--- src/rtl/binned_2d_table_lookup_unit_assert.svh ---
// Assertion macros shared by the lookup unit RTL.
// Define NO_ASSERTIONS to compile them out.
`ifndef BINNED_2D_TABLE_LOOKUP_UNIT_ASSERT_SVH
`define BINNED_2D_TABLE_LOOKUP_UNIT_ASSERT_SVH

`ifndef NO_ASSERTIONS

// same-cycle implication
`define B2TL_ASSERT_IMP(lbl, clk, rstn, ante, cons, msg) \
  lbl: assert property (@(posedge clk) disable iff (!rstn) (ante) |-> (cons)) \
    else $error(msg);

// next-cycle implication
`define B2TL_ASSERT_NXT(lbl, clk, rstn, ante, cons, msg) \
  lbl: assert property (@(posedge clk) disable iff (!rstn) (ante) |=> (cons)) \
    else $error(msg);

`else

`define B2TL_ASSERT_IMP(lbl, clk, rstn, ante, cons, msg)
`define B2TL_ASSERT_NXT(lbl, clk, rstn, ante, cons, msg)

`endif

`endif

--- src/rtl/b2tl_pkg.sv ---
package b2tl_pkg;

  // parameter defaults
  localparam int MAX_ENERGY_BINS_DEF = 64;
  localparam int MAX_ANGLE_BINS_DEF  = 32;
  localparam int COORD_WIDTH_DEF     = 16;
  localparam int WORD_WIDTH_DEF      = 32;

  // fixed field widths
  localparam int CMD_W    = 2;
  localparam int SLOT_W   = 7;
  localparam int EIDX_W   = 6;
  localparam int AIDX_W   = 5;
  localparam int EBIN_W   = 6;
  localparam int ABIN_W   = 5;

  // configuration registers
  localparam int CFG_IDX_W  = 1;
  localparam int CFG_DATA_W = 7;
  localparam int CFG_EBC_W  = 7;
  localparam int CFG_ABC_W  = 6;
  localparam logic [CFG_EBC_W-1:0] CFG_EBC_RESET = 7'd64;
  localparam logic [CFG_ABC_W-1:0] CFG_ABC_RESET = 6'd32;

  typedef enum logic [CFG_IDX_W-1:0] {
    CFG_ENERGY_BIN_COUNT = 1'b0,
    CFG_ANGLE_BIN_COUNT  = 1'b1
  } cfg_reg_e;

  typedef enum logic [CMD_W-1:0] {
    CMD_LOAD_ENERGY = 2'd0,
    CMD_LOAD_ANGLE  = 2'd1,
    CMD_WRITE_TABLE = 2'd2,
    CMD_LOOKUP      = 2'd3
  } cmd_e;

  // top -> bin search
  typedef struct packed {
    logic start;
    logic load_energy;
    logic load_angle;
  } search_ctl_t;

  // bin search -> top
  typedef struct packed {
    logic busy;
    logic done;
    logic clamped;
  } search_sts_t;

endpackage

--- src/rtl/b2tl_bin_search.sv ---
`include "binned_2d_table_lookup_unit_assert.svh"

// Edge stores plus a single shared signed comparator stepped over the edges.
module b2tl_bin_search #(
  parameter int MAX_ENERGY_BINS = b2tl_pkg::MAX_ENERGY_BINS_DEF,
  parameter int MAX_ANGLE_BINS  = b2tl_pkg::MAX_ANGLE_BINS_DEF,
  parameter int COORD_WIDTH     = b2tl_pkg::COORD_WIDTH_DEF,
  localparam int NW  = $clog2(MAX_ENERGY_BINS + 1),
  localparam int MW  = $clog2(MAX_ANGLE_BINS + 1),
  localparam int CLW = $clog2(MAX_ENERGY_BINS),
  localparam int RW  = (MAX_ANGLE_BINS > 1) ? $clog2(MAX_ANGLE_BINS) : 1
) (
  input  logic                              clk_i,
  input  logic                              rst_ni,
  input  b2tl_pkg::search_ctl_t             ctl_i,
  input  logic [b2tl_pkg::SLOT_W-1:0]       slot_i,
  input  logic signed [COORD_WIDTH-1:0]     edge_value_i,
  input  logic signed [COORD_WIDTH-1:0]     log_energy_i,
  input  logic signed [COORD_WIDTH-1:0]     cos_angle_i,
  input  logic [NW-1:0]                     n_i,
  input  logic [MW-1:0]                     m_i,
  output b2tl_pkg::search_sts_t             sts_o,
  output logic [CLW-1:0]                    col_o,
  output logic [RW-1:0]                     row_o
);

  localparam int IXW = $clog2(MAX_ENERGY_BINS + 2);
  localparam int IYW = $clog2(MAX_ANGLE_BINS + 2);
  localparam int XW  = COORD_WIDTH + 1;

  typedef enum logic [5:0] {
    S_IDLE  = 6'b000001,
    S_MID1  = 6'b000010,
    S_MID2  = 6'b000100,
    S_ESCAN = 6'b001000,
    S_ASCAN = 6'b010000,
    S_FIN   = 6'b100000
  } state_e;

  state_e                     state_q, state_d;
  logic [NW-1:0]              e_idx_q, e_idx_d;
  logic [MW-1:0]              a_idx_q, a_idx_d;
  logic [IXW-1:0]             ix_q, ix_d;
  logic [IYW-1:0]             iy_q, iy_d;
  logic [NW-1:0]              n_q, n_d;
  logic [MW-1:0]              m_q, m_d;
  logic signed [XW-1:0]       x2_q, x2_d;
  logic signed [COORD_WIDTH-1:0] c_q, c_d;
  logic signed [COORD_WIDTH-1:0] e1_q, e1_d;

  logic signed [COORD_WIDTH-1:0] e_mem [MAX_ENERGY_BINS+1];
  logic signed [COORD_WIDTH-1:0] a_mem [MAX_ANGLE_BINS+1];
  logic signed [COORD_WIDTH-1:0] e_rdata_q;
  logic signed [COORD_WIDTH-1:0] a_rdata_q;

  logic signed [XW-1:0]       cmp_a, cmp_b, mid2;
  logic                       cmp_le;
  logic                       clamped;

  // edge stores: one write port, one registered read port each
  always_ff @(posedge clk_i) begin
    if (ctl_i.load_energy && (32'(slot_i) <= 32'(MAX_ENERGY_BINS))) begin
      e_mem[NW'(slot_i)] <= edge_value_i;
    end
    if (ctl_i.load_angle && (32'(slot_i) <= 32'(MAX_ANGLE_BINS))) begin
      a_mem[MW'(slot_i)] <= edge_value_i;
    end
    e_rdata_q <= e_mem[e_idx_d];
    a_rdata_q <= a_mem[a_idx_d];
  end

  assign mid2 = XW'(e1_q) + XW'(e_rdata_q);

  // shared comparator, operands picked by phase
  always_comb begin
    cmp_a = x2_q;
    cmp_b = mid2;
    case (state_q)
      S_ESCAN: begin
        cmp_a = $signed({e_rdata_q, 1'b0});
        cmp_b = x2_q;
      end
      S_ASCAN: begin
        cmp_a = XW'(a_rdata_q);
        cmp_b = XW'(c_q);
      end
      default: begin
        cmp_a = x2_q;
        cmp_b = mid2;
      end
    endcase
  end

  assign cmp_le = (cmp_a <= cmp_b);

  always_comb begin
    state_d = state_q;
    e_idx_d = e_idx_q;
    a_idx_d = a_idx_q;
    ix_d    = ix_q;
    iy_d    = iy_q;
    n_d     = n_q;
    m_d     = m_q;
    x2_d    = x2_q;
    c_d     = c_q;
    e1_d    = e1_q;
    case (state_q)
      S_IDLE: begin
        if (ctl_i.start) begin
          e_idx_d = NW'(1);
          x2_d    = $signed({log_energy_i, 1'b0});
          c_d     = cos_angle_i;
          n_d     = n_i;
          m_d     = m_i;
          ix_d    = '0;
          iy_d    = '0;
          state_d = S_MID1;
        end
      end
      S_MID1: begin
        e1_d    = e_rdata_q;
        e_idx_d = NW'(2);
        state_d = S_MID2;
      end
      S_MID2: begin
        // energies at or below the mid of edges 1 and 2 snap to it
        if (cmp_le) begin
          x2_d = mid2;
        end
        e_idx_d = '0;
        state_d = S_ESCAN;
      end
      S_ESCAN: begin
        if (cmp_le) begin
          ix_d = ix_q + IXW'(1);
        end
        if (e_idx_q == n_q) begin
          a_idx_d = '0;
          state_d = S_ASCAN;
        end else begin
          e_idx_d = e_idx_q + NW'(1);
        end
      end
      S_ASCAN: begin
        if (cmp_le) begin
          iy_d = iy_q + IYW'(1);
        end
        if (a_idx_q == m_q) begin
          state_d = S_FIN;
        end else begin
          a_idx_d = a_idx_q + MW'(1);
        end
      end
      S_FIN: begin
        state_d = S_IDLE;
      end
      default: begin
        state_d = S_IDLE;
      end
    endcase
  end

  always_ff @(posedge clk_i or negedge rst_ni) begin
    if (!rst_ni) begin
      state_q <= S_IDLE;
      e_idx_q <= '0;
      a_idx_q <= '0;
      ix_q    <= '0;
      iy_q    <= '0;
      n_q     <= '0;
      m_q     <= '0;
    end else begin
      state_q <= state_d;
      e_idx_q <= e_idx_d;
      a_idx_q <= a_idx_d;
      ix_q    <= ix_d;
      iy_q    <= iy_d;
      n_q     <= n_d;
      m_q     <= m_d;
    end
  end

  always_ff @(posedge clk_i) begin
    x2_q <= x2_d;
    c_q  <= c_d;
    e1_q <= e1_d;
  end

  // count -> bin: past the last edge gives last column, zero gives column 0
  always_comb begin
    if (ix_q == '0) begin
      col_o = '0;
    end else if (ix_q > IXW'(n_q)) begin
      col_o = CLW'(n_q - NW'(1));
    end else begin
      col_o = CLW'(ix_q - IXW'(1));
    end
  end

  assign clamped = (iy_q > IYW'(m_q));

  always_comb begin
    if (clamped) begin
      row_o = RW'(m_q - MW'(1));
    end else if (iy_q == '0) begin
      row_o = '0;
    end else begin
      row_o = RW'(iy_q - IYW'(1));
    end
  end

  assign sts_o.busy    = (state_q != S_IDLE);
  assign sts_o.done    = (state_q == S_FIN);
  assign sts_o.clamped = clamped;

  `B2TL_ASSERT_IMP(a_escan_in_range, clk_i, rst_ni, state_q == S_ESCAN, e_idx_q <= n_q, "energy scan past n")
  `B2TL_ASSERT_IMP(a_ascan_in_range, clk_i, rst_ni, state_q == S_ASCAN, a_idx_q <= m_q, "angle scan past m")
  `B2TL_ASSERT_IMP(a_ecount_bound, clk_i, rst_ni, state_q == S_ASCAN, ix_q <= (IXW'(n_q) + IXW'(1)), "energy count overflow")
  `B2TL_ASSERT_NXT(a_done_to_idle, clk_i, rst_ni, sts_o.done, !sts_o.busy, "search did not return to idle")

endmodule

--- config.mk ---
export PLATFORM = sky130hd
export DESIGN_NAME = b2tl_bin_search
export DESIGN_NICKNAME = d
export VERILOG_FILES = /design/src/rtl/b2tl_pkg.sv /design/src/rtl/b2tl_bin_search.sv
export VERILOG_INCLUDE_DIRS = /design/src /design/src/rtl
export SDC_FILE = /design/constraint.sdc
export NUM_CORES = 2
export LEC_CHECK = 0
export ABC_CLOCK_PERIOD_IN_PS = 7050
export BUFFER_PORTS_ARGS = -buffer_cell sky130_fd_sc_hd__clkbuf_2
export CAP_MARGIN = 20
export CORE_MARGIN = 2
export CORE_UTILIZATION = 50
export DETAILED_ROUTE_END_ITERATION = 16
export GPL_TIMING_DRIVEN = 0
export HOLD_SLACK_MARGIN = 0.15
export PLACE_DENSITY = 0.76
export SYNTH_ARGS = -nofsm -noshare
export SYNTH_HDL_FRONTEND = slang
export SYNTH_SLANG_ARGS = --single-unit
--- constraint.sdc ---
create_clock -name clk_i -period 7.05 [get_ports clk_i]
set_input_delay 0.3525 -clock clk_i [delete_from_list [all_inputs] [get_ports clk_i]]
set_output_delay 0.3525 -clock clk_i [all_outputs]
set_load 0.01 [all_outputs]
==> results.tsv <==
stage	metric	value	unit
run_status	status	finished clean	
critical_path	Required @ worst endpoint	7.80	ns
yosys	Post-Syn Nets	5504	
clocking	Post-CTS Setup Bufs	0	
global_route	largest net degree at the start of global routing	99	
cells_and_area	Syn-to-layout area delta	14.2	%
floorplan	die area	0.144	mm²
timing	max_slew headroom	20.8	%
power_and_ir_drop	Seq pwr share	39.1	%
route	DR pass1 iterations	7	
clocking	TritonCTS clock tree	done	
cells_and_area	Finished Layout Cells	7779	
clocking	CTS Buf Count	167	
power_and_ir_drop	sw frac	36.0	%
timing	Worst Tran Pin Value	1.18	ns
timing	clock skew after layout	0.0376	ns
clocking	CTS Root Cell	clkbuf_16	
critical_path	CP max stage cell	o21ai_1	
critical_path	crit end category	flip-flop	
power_and_ir_drop	LEAKAGE	27.2	nW
run	max cap viols	0	
yosys	post-synthesis cell count	5376	
yosys	ys flop type	edfxtp_1	
global_route	first-pass GRT wire length	315	mm
place	placed wire-length estimate	143	mm
floorplan	Core Area	0.140	mm²
timing	max-slew violations	0	
place	Port-buffer cells	84	
cells_and_area	Sequential Area	0.0503	mm²
timing	Fmax	179	MHz
cells_and_area	layout cells sized above 1	11.0	%
power_and_ir_drop	Comb power frac	31.3	%
yosys	top-area cell type share of the netlist area	68.7	%
critical_path	crit path max fanout	7	
timing	Setup TNS	0	ns
floorplan	# rows	137	
timing	final worst path period share	79.4	%
floorplan	Die X	380	µm
place	gpl congestion	0.997	
critical_path	Critical Path Max Stage Delay	0.42	ns
clocking	CTS-repair resized insts	0	
cells_and_area	fillers	10700	
critical_path	CP Buf/Inv Count	0	
power_and_ir_drop	Clock Power Share	29.6	%
timing	RSZ-0062 raised after global routing	false	
route	via density per instance	6.42	
power_and_ir_drop	Max VDD drop	262	µV
timing	fin crit period	5.60	ns
yosys	Area contributors post-synth	edfxtp_1, nand2_1, nand3_1, a22oi_1, o211ai_1	
cells_and_area	multi-input combinational cell area	0.0187	mm²
yosys	Synth cell types	85	
yosys	top cells by count, synth	edfxtp_1, nand2_1, nand3_1	
cells_and_area	Finished Core Util	57.7	%
hold_path	Hold WC Path Type	in2reg	
floorplan	DIE HEIGHT	380	µm
critical_path	CP Data Arrival Time	6.35	ns
yosys	Post-synth ARST share	2.66	%
yosys	count of warnings emitted by yosys	0	
yosys	Seq cells post-synth	1694	
route	DRT Wirelength	219	mm
critical_path	Worst Setup Path Type	reg2reg	
global_route	initial antenna violation count	12	
clocking	clk_lat worst skew	0.83	ns
critical_path	Startpoint Class	flip-flop	
route	1st-iter DRT viols	8267	
power_and_ir_drop	pwr dens	363	mW/mm²
floorplan	# IOs	87	
clocking	Worst-path clk slew	0.06	ns
yosys	most frequent cell after synthesis	edfxtp_1	
critical_path	FF-to-FF setup slack	1.45	ns
critical_path	crit-path most repeated cell	a21oi_1	
yosys	Synth Area per Inst	13.1	µm²
clocking	clk buf depth	3	
yosys	Yosys top cell by area	edfxtp_1	
floorplan	Starting Density	50.5	%
route	Vias	50000	
power_and_ir_drop	P_int	18.8	mW
critical_path	critical path cell sequence	ha_1, fa_1, a21o_1, a21oi_1, o21ai_0, and2_1, o311a_1, o31a_1, a31oi_1, xnor2_1, a21oi_1, ha_1, a21o_1, a211o_1, a211oi_1, o21ai_0, o2111a_1, o21ai_1, nand4_1, or3_1, a21oi_1	
route	Routed Antenna Nets	0	
route	Residual DRC	0	
place	Cell Area, Placed	0.0749	mm²
cells_and_area	# nets final	5899	
critical_path	CP top delay family	compound AO/OA/AOI/OAI gates	
power_and_ir_drop	P_sw	10.6	mW
global_route	GRT Total Usage	29.7	%
cells_and_area	post-route cell area	0.0808	mm²
yosys	sequential share of the synthesized area	71.2	%
clocking	CTS Sinks	1694	
yosys	Post-synth EDFFs	1617	
timing	final hold vios	0	
clocking	# H-tree levels	4	
yosys	Synth Cell Area	0.0707	mm²
place	placed cells	7421	
route	DR WL/cell	28.1	µm
timing	Final setup viols	0	
global_route	vias in the first global route	48100	
global_route	remaining global-route overflow	0	
==> kinds of logic (layout without fill, tap and decap cells) <==
family	count (synthesis)	count (layout)	share of synthesized area, %
xor+xnor	47	47	0.582
flops	1694	1694	71.2
compound gates	1015	1015	10.1
simple gates	2068	2068	12.9
mux	78	78	1.69
other cells	0	1	0
buf+inv	419	945	2.58
fa+ha+maj	55	55	0.984
==> through the flow <==
step / power, mW / worst slack [ns] / hold slack [ns]
floorplan: 16.9 / 1.40 / 0.0569
global placement: 20.2 / 0.212 / 0.458
detailed placement: 20.4 / 1.46 / 0.332
CTS: 29.0 / 1.45 / 0.155
global route: 30.3 / 1.09 / 0.193
finish: 29.3 / 1.45 / 0.176
==> metal layers <==
metal,GRT usage [%],part of all wire [%],vias up
li1,-,-,21300
met2,44.7,45,3581
met5,0,0.056,-
met4,15.2,5.6,16
met1,39.4,36,24400
met3,8.59,14,656
==> placed cells by master, fill, tap and decap left out, drive strengths merged, types with 32 or more instances in the layout <==
| cell type | synthesis | final |
|---|---|---|
| a31oi | 35 | 35 |
| nand3 | 576 | 576 |
| mux4 | 32 | 32 |
| nand4 | 37 | 37 |
| a22oi | 338 | 338 |
| inv | 44 | 53 |
| ha | 54 | 54 |
| buf | 175 | 262 |
| dlygate4sd3 | 0 | 55 |
| a221oi | 43 | 43 |
| and3 | 52 | 52 |
| clkinv | 0 | 53 |
| nor2 | 159 | 159 |
| edfxtp | 1617 | 1617 |
| a21oi | 178 | 178 |
| o211ai | 176 | 176 |
| nand2 | 1123 | 1123 |
| nor3 | 32 | 32 |
| mux2i | 41 | 41 |
| clkbuf | 200 | 510 |
| o21ai | 92 | 92 |
| dfrtp | 44 | 44 |
| dfxtp | 32 | 32 |
==> final timing paths <==
| path | start | endpoint | depth (start not counted) |
|---|---|---|---|
| max in group asynchronous | rst_ni | m_q[2] | 4 |
| setup / recovery | e1_q[0] | ix_q[6] | 21 |
| hold reg to reg | e_mem[64][10] | e_rdata_q[10] | 2 |
| min in group asynchronous | rst_ni | iy_q[2] | 4 |
| hold / removal | edge_value_i[6] | e_mem[0][6] | 2 |
| setup reg to reg | e1_q[0] | ix_q[6] | 21 |
==> state kept, by name, summed over array words and instances (netlist names) <==
register	cells
c_q	16
a_rdata_q	16
a_mem	528
e_idx_q	7
e_mem	1040
state_q	6
iy_q	6
x2_q	17
e_rdata_q	16
m_q	6
e1_q	16
ix_q	7
n_q	7
a_idx_q	6
==> layout make-up <==
type                            instances  share of cell area [%]
Antenna cell                            1                 0.00310
Buffer                                375                    2.06
Clock buffer                          226                    5.63
Clock inverter                         74                   0.902
Sequential cell                      1694                    62.3
Multi-Input combinational cell       3263                    23.1
Inverter                               44                   0.205
Tap cell                             1876                    2.91
Timing Repair Buffer                  226                    2.85
==> power groups by stage <==
stage          clock [mW]  combinational [mW]  sequential (mW)
3_3_place_gp            0                8.48             11.7
4_1_cts              8.69                8.82             11.5
6_report             8.68                9.19             11.5
2_1_floorplan           0                5.36             11.6
5_1_grt              9.06                9.71             11.5
3_5_place_dp            0                8.73             11.7
==> repair_timing <==
action | in CTS | in global routing
hold buffers | 55 | 0
hold endpoints to repair | 165 | 0
setup endpoints to repair | 0 | 0
Power figures use the tool's default switching activity.
